<file path="src/clsp_pkg.sv">
// shared types and constants of the command line segment splitter
// result codes, character codes and the record passed from parser to output stage
// no dependencies
package clsp_pkg;

    // most results one input byte can cause
    localparam int MaxRes = 3;
    localparam int CntW   = $clog2(MaxRes + 1);

    // unit step of a result count
    localparam logic [CntW-1:0] CntOne = CntW'(1);

    // result kinds
    localparam logic [1:0] KIND_TEXT  = 2'd0;
    localparam logic [1:0] KIND_FNAME = 2'd1;
    localparam logic [1:0] KIND_END   = 2'd2;

    // redirect kinds
    localparam logic [1:0] RED_NONE   = 2'd0;
    localparam logic [1:0] RED_CREATE = 2'd1;
    localparam logic [1:0] RED_APPEND = 2'd2;

    // run conditions for the next segment
    localparam logic [1:0] COND_ALWAYS = 2'd0;
    localparam logic [1:0] COND_AND    = 2'd1;
    localparam logic [1:0] COND_OR     = 2'd2;

    // character codes
    localparam logic [7:0] CH_SEMI   = 8'h3B;
    localparam logic [7:0] CH_GT     = 8'h3E;
    localparam logic [7:0] CH_PIPE   = 8'h7C;
    localparam logic [7:0] CH_AMP    = 8'h26;
    localparam logic [7:0] CH_SPACE  = 8'h20;
    localparam logic [7:0] CH_SLASH  = 8'h2F;
    localparam logic [7:0] CH_DOT    = 8'h2E;
    localparam logic [7:0] CH_DQUOTE = 8'h22;
    localparam logic [7:0] CH_SQUOTE = 8'h27;

    // one result item, without the last-of-byte mark
    typedef struct packed {
        logic [1:0] kind;
        logic [7:0] text_byte;
        logic [1:0] redirect;
        logic       pipe_out;
        logic [1:0] condition;
        logic       background;
        logic       local_path;
        logic       empty_segment;
    } t_result;

    // results of one byte, handed to the output stage
    typedef struct packed {
        logic                     load;
        logic [CntW-1:0]          cnt;
        t_result [MaxRes-1:0]     res;
    } t_bundle;

endpackage

</file>
<file path="src/clsp_if.sv">
// valid/ready channel interfaces for input bytes and result items
// depends on clsp_pkg for nothing but sits after it in compile order
interface clsp_in_if;
    logic       valid;
    logic       ready;
    logic [7:0] ch;
    logic       end_of_line;

    modport source (output valid, output ch, output end_of_line, input ready);
    modport sink   (input valid, input ch, input end_of_line, output ready);
endinterface

interface clsp_out_if;
    logic       valid;
    logic       ready;
    logic [1:0] kind;
    logic [7:0] text_byte;
    logic [1:0] redirect;
    logic       pipe_out;
    logic [1:0] condition;
    logic       background;
    logic       local_path;
    logic       empty_segment;
    logic       run_last;

    modport source (output valid, output kind, output text_byte, output redirect,
                    output pipe_out, output condition, output background,
                    output local_path, output empty_segment, output run_last,
                    input ready);
    modport sink   (input valid, input kind, input text_byte, input redirect,
                    input pipe_out, input condition, input background,
                    input local_path, input empty_segment, input run_last,
                    output ready);
endinterface

</file>
<file path="src/command_line_segment_splitter.sv">
// Command line segment splitter, top level.
// An accepted byte waits in the input register until the result register has room.
// Throughput: one byte per cycle while each byte causes one result at most and o_out
//   is ready; a byte of up to three results holds the input register as they drain.
// Reset: synchronous, active low; clears the parse state to line start and empties
//   the input and result registers.
module command_line_segment_splitter (
    input  logic        i_clk,
    input  logic        i_rst_n,
    clsp_in_if.sink     i_in,
    clsp_out_if.source  o_out
);

    clsp_pkg::t_bundle bundle;
    logic              load_ready;

    // byte parser with input register
    clsp_parser u_parser (
        .i_clk        (i_clk),
        .i_rst_n      (i_rst_n),
        .i_in         (i_in),
        .i_load_ready (load_ready),
        .o_bundle     (bundle)
    );

    // result register and serializer
    clsp_drain u_drain (
        .i_clk        (i_clk),
        .i_rst_n      (i_rst_n),
        .i_bundle     (bundle),
        .o_load_ready (load_ready),
        .o_out        (o_out)
    );

endmodule

</file>
<file path="src/clsp_parser.sv">
// input register, parse state and single-pass byte classification
// depends on clsp_pkg and clsp_in_if
module clsp_parser (
    input  logic                i_clk,
    input  logic                i_rst_n,
    clsp_in_if.sink             i_in,
    input  logic                i_load_ready,
    output clsp_pkg::t_bundle   o_bundle
);

    typedef enum logic [3:0] {
        M_LINE_START,
        M_TEXT,
        M_SEG_START,
        M_OP_SKIP,
        M_RED_SKIP,
        M_AFTER_PIPE,
        M_AFTER_AMP,
        M_AFTER_GT,
        M_FNAME_SKIP,
        M_FNAME,
        M_FNAME_SPACE
    } t_mode;

    typedef struct packed {
        logic [1:0] redirect;
        logic       pipe;
        logic [1:0] cond;
        logic       bg;
        logic       has_text;
        logic       loc;
        logic       decided;
    } t_seg;

    t_mode      r_mode, n_mode;
    t_seg       r_seg, n_seg;
    logic       r_quotes, n_quotes;
    logic       r_in_valid;
    logic [7:0] r_ch;
    logic       r_eol;
    logic       adv;

    logic [clsp_pkg::CntW-1:0]              n_cnt;
    clsp_pkg::t_result [clsp_pkg::MaxRes-1:0] n_res;

    // segment end record from the open segment
    function automatic clsp_pkg::t_result f_end(input t_seg s);
        clsp_pkg::t_result r;
        r               = '0;
        r.kind          = clsp_pkg::KIND_END;
        r.redirect      = s.redirect;
        r.pipe_out      = s.pipe;
        r.condition     = s.cond;
        r.background    = s.bg;
        r.local_path    = s.loc;
        r.empty_segment = ~s.has_text;
        return r;
    endfunction

    // text or file name byte record
    function automatic clsp_pkg::t_result f_byte(input logic [1:0] kind,
                                                 input logic [7:0] c);
        clsp_pkg::t_result r;
        r           = '0;
        r.kind      = kind;
        r.text_byte = c;
        return r;
    endfunction

    // input register frees when its byte moves to the output stage
    assign adv        = r_in_valid && i_load_ready;
    assign i_in.ready = !r_in_valid || adv;

    // one pass over the byte: mode steps run in the order they can chain
    always_comb begin
        t_mode      m;
        t_seg       s;
        logic       q;
        logic       done;
        logic       emit;
        logic       is_pipe;
        logic       is_quote;
        logic       lit_ops;
        logic       lit_semi;
        logic [7:0] c;
        logic [clsp_pkg::CntW-1:0] cnt;
        clsp_pkg::t_result [clsp_pkg::MaxRes-1:0] res;
        t_mode      next_m;

        c        = r_ch;
        m        = r_mode;
        s        = r_seg;
        q        = r_quotes;
        done     = 1'b0;
        emit     = 1'b0;
        cnt      = '0;
        res      = '0;
        is_pipe  = (m == M_AFTER_PIPE);
        is_quote = (c == clsp_pkg::CH_DQUOTE) || (c == clsp_pkg::CH_SQUOTE);
        lit_ops  = 1'b0;
        lit_semi = 1'b0;
        next_m   = M_OP_SKIP;

        // second > makes an append redirect
        if (m == M_AFTER_GT) begin
            m = M_FNAME_SKIP;
            if (c == clsp_pkg::CH_GT) begin
                s.redirect = clsp_pkg::RED_APPEND;
                done       = 1'b1;
            end
        end

        // spaces before the file name
        if (!done && m == M_FNAME_SKIP) begin
            if (c == clsp_pkg::CH_SPACE) begin
                done = 1'b1;
            end else begin
                m = M_FNAME;
            end
        end

        // file name bytes
        if (!done && m == M_FNAME) begin
            done = 1'b1;
            if (c == clsp_pkg::CH_SPACE) begin
                m = M_FNAME_SPACE;
            end else if (c == clsp_pkg::CH_SEMI) begin
                res[cnt] = f_end(s);
                cnt      = cnt + clsp_pkg::CntOne;
                s        = '0;
                m        = M_RED_SKIP;
            end else if (c == clsp_pkg::CH_PIPE) begin
                m = M_AFTER_PIPE;
            end else if (c == clsp_pkg::CH_AMP) begin
                m = M_AFTER_AMP;
            end else begin
                res[cnt] = f_byte(clsp_pkg::KIND_FNAME, c);
                cnt      = cnt + clsp_pkg::CntOne;
            end
        end

        // spaces after the file name
        if (!done && m == M_FNAME_SPACE) begin
            if (c == clsp_pkg::CH_SPACE) begin
                done = 1'b1;
            end else if (c == clsp_pkg::CH_PIPE) begin
                m    = M_AFTER_PIPE;
                done = 1'b1;
            end else if (c == clsp_pkg::CH_AMP) begin
                m    = M_AFTER_AMP;
                done = 1'b1;
            end else begin
                res[cnt] = f_end(s);
                cnt      = cnt + clsp_pkg::CntOne;
                s        = '0;
                m        = M_RED_SKIP;
                if (c == clsp_pkg::CH_SEMI) begin
                    done = 1'b1;
                end
            end
        end

        // byte after | or &: doubled operator or segment close
        if (!done && (m == M_AFTER_PIPE || m == M_AFTER_AMP)) begin
            is_pipe = (m == M_AFTER_PIPE);
            next_m  = (s.redirect != clsp_pkg::RED_NONE) ? M_RED_SKIP : M_OP_SKIP;
            if (c == (is_pipe ? clsp_pkg::CH_PIPE : clsp_pkg::CH_AMP)) begin
                s.cond = is_pipe ? clsp_pkg::COND_OR : clsp_pkg::COND_AND;
                done   = 1'b1;
            end else if (is_pipe) begin
                s.pipe = 1'b1;
            end else begin
                s.bg = 1'b1;
            end
            res[cnt] = f_end(s);
            cnt      = cnt + clsp_pkg::CntOne;
            s        = '0;
            m        = next_m;
        end

        // spaces after an operator
        if (!done && m == M_OP_SKIP) begin
            if (c == clsp_pkg::CH_SPACE) begin
                done = 1'b1;
            end else begin
                m = M_SEG_START;
            end
        end

        // spaces and semicolons after a redirect segment
        if (!done && m == M_RED_SKIP) begin
            if (c == clsp_pkg::CH_SPACE || c == clsp_pkg::CH_SEMI) begin
                done = 1'b1;
            end else begin
                m = M_SEG_START;
            end
        end

        // normal text, also for unused modes
        if (!done) begin
            lit_ops  = (m == M_SEG_START);
            lit_semi = lit_ops || (m == M_LINE_START);
            emit     = 1'b1;
            if (is_quote) begin
                q = ~q;
            end else if (!q) begin
                if (c == clsp_pkg::CH_SEMI && !lit_semi) begin
                    res[cnt] = f_end(s);
                    cnt      = cnt + clsp_pkg::CntOne;
                    s        = '0;
                    m        = M_SEG_START;
                    emit     = 1'b0;
                end else if (!lit_ops) begin
                    if (c == clsp_pkg::CH_PIPE) begin
                        m    = M_AFTER_PIPE;
                        emit = 1'b0;
                    end else if (c == clsp_pkg::CH_AMP) begin
                        m    = M_AFTER_AMP;
                        emit = 1'b0;
                    end else if (c == clsp_pkg::CH_GT) begin
                        s.redirect = clsp_pkg::RED_CREATE;
                        m          = M_AFTER_GT;
                        emit       = 1'b0;
                    end
                end
            end
            if (emit) begin
                if (!(c == clsp_pkg::CH_SPACE && !s.has_text)) begin
                    s.has_text = 1'b1;
                    if (!is_quote && !s.decided) begin
                        s.decided = 1'b1;
                        s.loc     = (c == clsp_pkg::CH_SLASH) || (c == clsp_pkg::CH_DOT);
                    end
                end
                res[cnt] = f_byte(clsp_pkg::KIND_TEXT, c);
                cnt      = cnt + clsp_pkg::CntOne;
                m        = M_TEXT;
            end
        end

        // end of line closes the segment and returns to line start
        if (r_eol) begin
            if (m == M_AFTER_PIPE) begin
                s.pipe = 1'b1;
            end else if (m == M_AFTER_AMP) begin
                s.bg = 1'b1;
            end
            res[cnt] = f_end(s);
            cnt      = cnt + clsp_pkg::CntOne;
            s        = '0;
            m        = M_LINE_START;
            q        = 1'b0;
        end

        n_mode   = m;
        n_seg    = s;
        n_quotes = q;
        n_cnt    = cnt;
        n_res    = res;
    end

    // results go to the output stage together with the state update
    always_comb begin
        o_bundle      = '0;
        o_bundle.load = adv;
        o_bundle.cnt  = n_cnt;
        o_bundle.res  = n_res;
    end

    // parse state and input register
    always_ff @(posedge i_clk) begin
        if (!i_rst_n) begin
            r_mode     <= M_LINE_START;
            r_seg      <= '0;
            r_quotes   <= 1'b0;
            r_in_valid <= 1'b0;
        end else begin
            if (adv) begin
                r_mode   <= n_mode;
                r_seg    <= n_seg;
                r_quotes <= n_quotes;
            end
            if (i_in.valid && i_in.ready) begin
                r_in_valid <= 1'b1;
            end else if (adv) begin
                r_in_valid <= 1'b0;
            end
        end
    end

    // input payload
    always_ff @(posedge i_clk) begin
        if (i_in.valid && i_in.ready) begin
            r_ch  <= i_in.ch;
            r_eol <= i_in.end_of_line;
        end
    end

endmodule

</file>
<file path="src/clsp_drain.sv">
// result register: holds the results of one byte and hands them out one per cycle while o_out is ready
// depends on clsp_pkg and clsp_out_if
module clsp_drain (
    input  logic                i_clk,
    input  logic                i_rst_n,
    input  clsp_pkg::t_bundle   i_bundle,
    output logic                o_load_ready,
    clsp_out_if.source          o_out
);

    clsp_pkg::t_result [clsp_pkg::MaxRes-1:0] r_res, n_res;
    logic [clsp_pkg::CntW-1:0]                r_left, n_left;
    logic                                     take;

    // output transaction and room for the next byte's results
    assign take         = (r_left != '0) && o_out.ready;
    assign o_load_ready = (r_left == '0) || ((r_left == clsp_pkg::CntOne) && take);

    // load a new group or shift the taken result out
    always_comb begin
        n_left = r_left;
        n_res  = r_res;
        if (i_bundle.load) begin
            n_left = i_bundle.cnt;
            n_res  = i_bundle.res;
        end else if (take) begin
            n_left = r_left - clsp_pkg::CntOne;
            for (int k = 0; k < clsp_pkg::MaxRes - 1; k++) begin
                n_res[k] = r_res[k+1];
            end
        end
    end

    // count of results still waiting
    always_ff @(posedge i_clk) begin
        if (!i_rst_n) begin
            r_left <= '0;
        end else begin
            r_left <= n_left;
        end
    end

    // result payload
    always_ff @(posedge i_clk) begin
        r_res <= n_res;
    end

    // output drive
    assign o_out.valid         = (r_left != '0);
    assign o_out.kind          = r_res[0].kind;
    assign o_out.text_byte     = r_res[0].text_byte;
    assign o_out.redirect      = r_res[0].redirect;
    assign o_out.pipe_out      = r_res[0].pipe_out;
    assign o_out.condition     = r_res[0].condition;
    assign o_out.background    = r_res[0].background;
    assign o_out.local_path    = r_res[0].local_path;
    assign o_out.empty_segment = r_res[0].empty_segment;
    assign o_out.run_last      = (r_left == clsp_pkg::CntOne);

    // a byte's results never overwrite ones still waiting
    a_no_overrun: assert property (@(posedge i_clk) disable iff (!i_rst_n)
        i_bundle.load |-> o_load_ready)
        else $error("result group loaded over waiting results");

    // byte results carry no segment flags
    a_byte_clean: assert property (@(posedge i_clk) disable iff (!i_rst_n)
        o_out.valid && (o_out.kind != clsp_pkg::KIND_END) |->
        (o_out.redirect == clsp_pkg::RED_NONE) && !o_out.pipe_out &&
        (o_out.condition == clsp_pkg::COND_ALWAYS) && !o_out.background &&
        !o_out.local_path && !o_out.empty_segment)
        else $error("segment flags set on a byte result");

    // a segment end carries a zero byte
    a_end_zero: assert property (@(posedge i_clk) disable iff (!i_rst_n)
        o_out.valid && (o_out.kind == clsp_pkg::KIND_END) |-> (o_out.text_byte == 8'd0))
        else $error("segment end with nonzero byte");

    // a result that is not the last of its byte is followed by another
    a_group_cont: assert property (@(posedge i_clk) disable iff (!i_rst_n)
        take && !o_out.run_last |=> o_out.valid)
        else $error("result group cut short");

    // nothing waits right after reset
    a_reset_empty: assert property (@(posedge i_clk)
        $past(!i_rst_n) |-> !o_out.valid)
        else $error("result pending after reset");

endmodule

</file>
<file path="src/flat_wrapper.sv">
// flat-port wrapper written by rule: the top's interface ports become plain ports
module command_line_segment_splitter_flat 
  (i_clk, i_rst_n, i_in_valid, i_in_ch, i_in_end_of_line, i_in_ready, o_out_valid, o_out_kind, o_out_text_byte, o_out_redirect, o_out_pipe_out, o_out_condition, o_out_background, o_out_local_path, o_out_empty_segment, o_out_run_last, o_out_ready);
  clsp_in_if i_in_i ();
  clsp_out_if o_out_i ();
  input  logic i_clk;
  input  logic i_rst_n;
  input wire logic [$bits(i_in_i.valid)-1:0] i_in_valid;
  input wire logic [$bits(i_in_i.ch)-1:0] i_in_ch;
  input wire logic [$bits(i_in_i.end_of_line)-1:0] i_in_end_of_line;
  output wire logic [$bits(i_in_i.ready)-1:0] i_in_ready;
  output wire logic [$bits(o_out_i.valid)-1:0] o_out_valid;
  output wire logic [$bits(o_out_i.kind)-1:0] o_out_kind;
  output wire logic [$bits(o_out_i.text_byte)-1:0] o_out_text_byte;
  output wire logic [$bits(o_out_i.redirect)-1:0] o_out_redirect;
  output wire logic [$bits(o_out_i.pipe_out)-1:0] o_out_pipe_out;
  output wire logic [$bits(o_out_i.condition)-1:0] o_out_condition;
  output wire logic [$bits(o_out_i.background)-1:0] o_out_background;
  output wire logic [$bits(o_out_i.local_path)-1:0] o_out_local_path;
  output wire logic [$bits(o_out_i.empty_segment)-1:0] o_out_empty_segment;
  output wire logic [$bits(o_out_i.run_last)-1:0] o_out_run_last;
  input wire logic [$bits(o_out_i.ready)-1:0] o_out_ready;
  assign i_in_i.valid = i_in_valid;
  assign i_in_i.ch = i_in_ch;
  assign i_in_i.end_of_line = i_in_end_of_line;
  assign i_in_ready = i_in_i.ready;
  assign o_out_valid = o_out_i.valid;
  assign o_out_kind = o_out_i.kind;
  assign o_out_text_byte = o_out_i.text_byte;
  assign o_out_redirect = o_out_i.redirect;
  assign o_out_pipe_out = o_out_i.pipe_out;
  assign o_out_condition = o_out_i.condition;
  assign o_out_background = o_out_i.background;
  assign o_out_local_path = o_out_i.local_path;
  assign o_out_empty_segment = o_out_i.empty_segment;
  assign o_out_run_last = o_out_i.run_last;
  assign o_out_i.ready = o_out_ready;
  command_line_segment_splitter u_core (.i_clk(i_clk), .i_rst_n(i_rst_n), .i_in(i_in_i), .o_out(o_out_i));
endmodule
</file>
<file path="config.mk">
export PLATFORM = sky130hd
export DESIGN_NAME = command_line_segment_splitter_flat
export DESIGN_NICKNAME = d
export VERILOG_FILES = /design/src/clsp_pkg.sv /design/src/clsp_if.sv /design/src/command_line_segment_splitter.sv /design/src/clsp_parser.sv /design/src/clsp_drain.sv /design/src/flat_wrapper.sv
export SDC_FILE = /design/constraint.sdc
export NUM_CORES = 1
export LEC_CHECK = 0
export BUFFER_PORTS_ARGS = -buffer_cell sky130_fd_sc_hd__buf_2
export CAP_MARGIN = 20
export CORE_UTILIZATION = 45
export CTS_CLUSTER_SIZE = 16
export DETAILED_ROUTE_END_ITERATION = 8
export GPL_TIMING_DRIVEN = 1
export PLACE_DENSITY_LB_ADDON = 0.25
export REMOVE_ABC_BUFFERS = 1
export SKIP_LAST_GASP = 1
export SYNTH_ARGS = -nofsm -noshare
export SYNTH_HDL_FRONTEND = slang
export SYNTH_HIERARCHICAL = 1
export SYNTH_SLANG_ARGS = --single-unit
</file>
<file path="constraint.sdc">
create_clock -name i_clk -period 9.35 [get_ports i_clk]
set_input_delay 1.87 -clock i_clk [delete_from_list [all_inputs] [get_ports i_clk]]
set_output_delay 1.87 -clock i_clk [all_outputs]
set_load 0.05 [all_outputs]
</file>
==> results of run 1 <==
==> cell type report <==
class / count / area [um^2]
repair buffers: 36 / 187.7
clock inverters: 5 / 81.33
well taps: 168 / 210.2
clock buffers: 11 / 232.7
fillers: 1087 / 6065
multi-input cells: 432 / 3070
inverters: 22 / 82.58
flip-flops and latches: 80 / 2232
==> layout by cell type, fill, tap and decap left out, drive strengths merged, types with 15 or more instances in the layout <==
cell type / instances
edfxtp: 63
and2: 34
nand3: 24
o22ai: 15
buf: 36
nand2: 56
dfxtp: 17
mux2: 39
nor2: 37
a21oi: 31
inv: 22
o21ai: 32
ha: 16
==> sequential cells by signal, summed over array words and instances (netlist names) <==
name,cells
u_core/u_parser/r_ch,8
u_core/u_drain/o_out.background,1
u_core/u_drain/o_out.redirect,2
u_core/u_parser/r_eol,1
u_core/u_parser/r_in_valid,1
u_core/u_drain/r_res,36
u_core/u_parser/r_quotes,1
u_core/u_parser/r_mode,4
u_core/u_drain/o_out.local_path,1
u_core/u_drain/o_out.text_byte,8
u_core/u_parser/r_seg,9
u_core/u_drain/o_out.empty_segment,1
u_core/u_drain/r_left,2
u_core/u_drain/o_out.condition,2
u_core/u_drain/o_out.pipe_out,1
u_core/u_drain/o_out.kind,2
==> per-layer routing <==
layer / up-vias / part of all wire
li1: 2143 / -
met1: 2141 / 0.45
met2: 201 / 0.46
met3: 32 / 0.059
met4: 0 / 0.028
met5: - / 0
==> path summary, 6_finish.rpt <==
kind	start	to	slack (ns)	depth (start not counted)
setup reg to reg	u_core/u_parser/r_ch[2]$_DFFE_PP_	u_core/u_drain/o_out.background$_DFFE_PP_	3.05	18
setup / recovery	u_core/u_parser/r_ch[2]$_DFFE_PP_	u_core/u_drain/o_out.background$_DFFE_PP_	3.05	18
hold reg to reg	u_core/u_parser/r_seg[0]$_SDFFE_PN0P_	u_core/u_parser/r_seg[0]$_SDFFE_PN0P_	0.49	1
hold / removal	u_core/u_parser/r_seg[0]$_SDFFE_PN0P_	u_core/u_parser/r_seg[0]$_SDFFE_PN0P_	0.49	1
==> worst max-delay path, cell delays in order, from the launching register on <==
cell	delay [ns]
edfxtp_1	0.64
and4bb_1	0.27
nand4_1	0.65
a221o_1	0.58
a22o_1	0.25
nor3_2	0.29
o22a_2	0.29
o21ai_2	0.13
a21oi_2	0.42
mux2_2	0.43
ha_1	0.30
mux2i_1	0.14
o21ai_1	0.13
ha_1	0.28
nand2_1	0.39
nor2_1	0.07
a31oi_1	0.28
o221ai_1	0.19
mux2_2	0.28
==> power breakdown <==
group	total, uW	switching, uW	internal [uW]
combinational	255	176	79.0
sequential	489	25.6	463
clock	369	136	234
total	1110	337	776
==> cells by family after synthesis <==
group                    count (synthesis)  synth area share
AO/OA/AOI/OAI                          153            0.1927
XOR/XNOR                                 5          0.009063
adder cells (fa/ha/maj)                 16           0.03536
buffers and inverters                   66           0.06409
flip-flops                              80            0.3943
multiplexers                            42           0.09039
other                                    1         0.0006623
AND/OR/NAND/NOR                        214            0.2135
==> per-stage QoR <==
stage | total power (uW) | area [um^2] | setup WS, ns
detailed placement | 752.8 | 5783 | 3.189
global placement | 745.4 | 5783 | 3.319
global route | 1159 | 6097 | 2.661
floorplan | 691.9 | 5385 | 4.237
CTS | 1126 | 6097 | 3.182
finish | 1113 | 6097 | 3.051
==> reports/metrics.cfg, run 1 <==
[global_routing]
grt_start_max_net_pins=57
grt_use_met1=0.3121
track_usage=0.2339
grt_pass1_wl_um=23200
met2_usage=0.3741
grt_antenna_before_repair=0
use_met3=0.04076
grt_pass1_vias=4328
busiest_layer=met2
grt_overflow_total=0

[die]
coreArea_um2=12160
num_rows=40
chipWidth_um=114.2
initial_core_util=0.4655
ios=34
dieArea_um2=13030
die_h_um=114.2

[sta]
worst_slew_pin_slew_ns=0.9315
tns_ns=0
maxSlewViolCount=0
maxSlewHeadroom=0.3779
setup_viol=0
period_share=0.6737
rsz0062_at_grt=false
fmax_mhz=158.8
layout_min_cycle_time_ns=6.299
hold_viol_final=0
clock_skew_ns=0.005427
whs_ns=0.4890

[job]
maxCapViolations=0

[routing]
wl_um=14540
drtIter0Drc=446
drtAntennaViolNets=0
wl_per_cell_um=19.29
route.vias.total=4517
drc_errors=0
viasPerCell=5.991
drt_first_pass_iters=5

[worst_setup_path]
crit_arrival_ns=6.39
crit_type=reg2reg
cp-end-kind=flop
cp_data_required_time_ns=9.44
cp_max_fo=17
startpoint_type=flop

[logic_synthesis]
yosysMostFrequentCell=edfxtp_1
ys_top_cells_by_area=edfxtp_1 (33%), mux2_2 (6.2%), dfxtp_1 (6.0%)
yosysUniqueCellTypes=92
syn_area_um2=5662
ys_async_sr_fraction=0
synth_top_area_cell=edfxtp_1
synth_seq_area_share=0.3943
avgSynthCellArea_um2=9.812
ys_ff_latch=80
synthFlopType=edfxtp_1
synthCells=577
synth_enable_flop_cells=63
synth_top_area_share=0.3341
yosys_warnings=6
netlist_top_cells_count=edfxtp_1 (63), nand2_1 (56), nor2_1 (35)

[clock_tree]
clk_pin_slew_ns=0.06
htree_levels=3
cts_buffers=9
clock-root-buffer=clkbuf_16
clock_sinks=80
cts_resized=0
cts_tree=done
insertion_delay_ns=0.35
postCtsHoldBufs=0
cts_setup_buffers=0
cts.path.max_buffers=2

[power_and_ir_drop]
power.density_nw_per_um2=182.6
p_leak_uw=0.002265
vdd_ir_drop_max_v=0.0001721

[final_layout]
final_util=0.5013
instances_no_fill=754
nets=610
antenna_cells=0
drive_above_1_share=0.2184
area_delta_synth_final_pct=7.691

[place]
place.gp.congestion=0.9359
hpwl_um=10830
placed_cells=738
portBuffers=33

[run_status]
outcome=completed

[worst_hold_path]
holdCritPathClass=reg2reg

Note: power is estimated with default switching activity, not from simulation.
==> run 2, diff against run 1 <==
==> constraint.sdc (replaced) <==
create_clock -name i_clk -period 5.4 [get_ports i_clk]
set_input_delay 1.08 -clock i_clk [delete_from_list [all_inputs] [get_ports i_clk]]
set_output_delay 1.08 -clock i_clk [all_outputs]
set_load 0.05 [all_outputs]
==> run 2 against run 1 <==
Global-route usage rose by 0.59 points. Fmax rose by 21%. Non-clock buffer count increased by 40. Register-to-register slack lost 2.9 ns. Power is 72% higher. Routed wire length is 3.7% higher. Via count up 3.9%. Critical path depth grew 2. Largest power group unchanged.
==> reports/metrics.cfg, run 2 (synthesized netlist as in run 1, its figures left out) <==
[power_and_ir_drop]
vdd_ir_drop_max_v=0.0002341  ; was 0.0001721 V
switching_share=0.3084  ; was 0.3029
combinationalPowerShare=0.241  ; was 0.229
p_leak_uw=0.002465  ; was 0.002265 uW
pwr-share-clk=0.318  ; was 0.332
power.density_nw_per_um2=296.5  ; was 182.6 nW/um^2
p_seq_frac=0.441  ; was 0.439
power.internal_uw=1320  ; was 776.1 uW
netSwitchingPower_uw=588.8  ; was 337.2 uW

[sta]
maxSlewHeadroom=0.4226  ; was 0.3779
hold_viol_final=0  ; unchanged
clock_skew_ns=0.005776  ; was 0.005427 ns
fmax_mhz=192.2  ; was 158.8 MHz
maxSlewViolCount=0  ; unchanged
period_share=0.9637  ; was 0.6737
layout_min_cycle_time_ns=5.204  ; was 6.299 ns
setup_viol=0  ; unchanged
worst_slew_pin_slew_ns=0.8629  ; was 0.9315 ns

[clock_tree]
insertion_delay_ns=0.34  ; was 0.35 ns
cts_tree=done  ; unchanged
htree_levels=3  ; unchanged
clock_sinks=80  ; unchanged
clock-root-buffer=clkbuf_16  ; unchanged
cts_buffers=9  ; unchanged
clk_pin_slew_ns=0.06  ; about the same
cts.path.max_buffers=2  ; unchanged
postCtsHoldBufs=0  ; unchanged

[die]
die_h_um=114.2  ; unchanged
num_rows=40  ; unchanged
dieArea_um2=13030  ; unchanged
initial_core_util=0.4655  ; unchanged
ios=34  ; unchanged
coreArea_um2=12160  ; unchanged
chipWidth_um=114.2  ; unchanged

[global_routing]
grt_pass1_vias=4538  ; was 4,328
grt_overflow_total=0  ; unchanged
grt_antenna_before_repair=0  ; unchanged
grt_pass1_wl_um=23820  ; was 23,200 um
grt_start_max_net_pins=38  ; was 57
track_usage=0.2399  ; was 0.2339

[final_layout]
stdcell_area_um2=6439  ; was 6097 um^2
largest_reg_flops=36  ; unchanged
drive_above_1_share=0.2891  ; was 0.2184
antenna_cells=0  ; unchanged
area_delta_synth_final_pct=13.72  ; was 7.691%
top_regs=u_core/u_drain/r_res (36), u_core/u_parser/r_seg (9)  ; unchanged
regMostFlops=u_core/u_drain/r_res  ; unchanged
nets=650  ; was 610
final_util=0.5294  ; was 0.5013
final_cell_mix=edfxtp_1 (63), nand2_1 (56), buf_4 (43), nor2_1 (35), and2_1 (34)  ; was edfxtp_1 (63), nand2_1 (56), nor2_1 (35), and2_1 (34), buf_2 (33)
layout_commonest_cell=edfxtp_1  ; unchanged

[worst_setup_path]
cp_data_required_time_ns=5.49  ; was 9.44 ns
cp_max_fo=8  ; was 17
startpoint_type=flop  ; unchanged
cp-end-kind=flop  ; unchanged
crit_type=reg2reg  ; unchanged
crit_arrival_ns=5.30  ; was 6.39 ns
crit_slowest_cell=edfxtp_1  ; was nand4_1
crit_path_max_incr_delay_ns=0.53  ; was 0.65 ns
path_cells=buf_4, nor2_2, and3_2, nor3_4, mux2i_4, a21oi_1, o21a_1, o31ai_4, a21oi_2, buf_4, xnor2_1, ha_1, mux2i_1, o21ai_2, ha_1, nand2_1, nor2_1, a31oi_1, o221ai_1, mux2_2  ; was and4bb_1, nand4_1, a221o_1, a22o_1, nor3_2, o22a_2, o21ai_2, a21oi_2, mux2_2, ha_1, mux2i_1, o21ai_1, ha_1, nand2_1, nor2_1, a31oi_1, o221ai_1, mux2_2

[routing]
routedLengthMet1_um=6670  ; was 6567 um
wl_per_cell_um=18.98  ; was 19.29 um
drc_errors=0  ; unchanged
drt_first_pass_iters=5  ; unchanged
viasPerCell=5.912  ; was 5.991
drtIter0Drc=440  ; was 446
wl_met2_um=7224  ; was 6707 um
drtAntennaViolNets=0  ; unchanged
wl_um=15070  ; was 14,540 um
top_layer=met4  ; unchanged
wl_met3_um=859  ; was 856 um
route.vias.total=4694  ; was 4,517

[worst_hold_path]
holdCritPathClass=reg2reg  ; unchanged

[run_status]
outcome=completed  ; unchanged

[place]
portBuffers=33  ; unchanged
hpwl_um=11280  ; was 10,830 um
placed_area_um2=5978  ; was 5783 um^2
place.gp.congestion=1.002  ; was 0.9359

[job]
maxCapViolations=0  ; unchanged

## run 2: cell types whose count changed in the layout (fill, tap and decap cells not counted), sizes merged
cell / previous run / this run
clkinv: 2 / 4
bufinv: 2 / 1
buf: 36 / 76
clkinvlp: 1 / 0
## run 2: power by group through the flow
| stage | Sequential, uW | Combinational, uW | Clock (uW) |
|---|---|---|---|
| floorplan | 978 | 220 | 0 |
| global placement | 854 | 440 | 0 |
| detailed placement | 858 | 445 | 0 |
| CTS | 846 | 447 | 622 |
| global route | 852 | 494 | 644 |
| finish | 842 | 461 | 606 |
## run 2: layout make-up
class	instances	area, um^2
inverter	22	82.58
tap	168	210.2
fill	1102	5723
clock buffer	11	242.7
clock inverter	5	57.56
timing repair buffer	76	488.0
multi-input combinational	432	3122
sequential	80	2236
## run 2: critical path, delay by kind of cell, from the launching register on
kind | cells | cell delay [ns]
compound gates | 7 | 1.54
simple gates | 5 | 0.93
xor+xnor | 1 | 0.21
fa+ha+maj | 2 | 0.49
flops | 1 | 0.53
buf+inv | 2 | 0.36
mux | 3 | 0.86
## run 2: path summary, 6_finish.rpt
path	start	endpoint	slack, ns	depth (start not counted)
worst max-delay path	u_core/u_parser/r_ch[1]$_DFFE_PP_	u_core/u_drain/o_out.background$_DFFE_PP_	0.20	20
worst min-delay path	u_core/u_parser/r_seg[0]$_SDFFE_PN0P_	u_core/u_parser/r_seg[0]$_SDFFE_PN0P_	0.50	1
worst max register to register	u_core/u_parser/r_ch[1]$_DFFE_PP_	u_core/u_drain/o_out.background$_DFFE_PP_	0.20	20
worst min register to register	u_core/u_parser/r_seg[0]$_SDFFE_PN0P_	u_core/u_parser/r_seg[0]$_SDFFE_PN0P_	0.50	1
## run 2: per-stage QoR
step                hold WS [ns]  power (uW)  setup TNS (ns)  std cells  worst slack (ns)
floorplan                 0.4500        1198               0        534            0.2870
global placement          0.4635        1295               0        764            0.2050
detailed placement        0.4834        1304               0        764           0.07562
CTS                       0.4942        1915               0        780           0.06436
global route              0.5253        1989       -0.004941        794         -0.004941
finish                    0.5004        1909               0        794            0.1961
## run 2: metal layers
metal | global-route usage | up-vias
met4 | 0.09697 | 0
met5 | 0 | -
met2 | 0.3891 | 196
li1 | - | 2210
met3 | 0.05400 | 25
met1 | 0.3096 | 2263
## run 2: repair_timing
action,CTS,global route
setup buffers,0,14
endpoints found under the setup margin,0,34
gates resized for setup,0,14
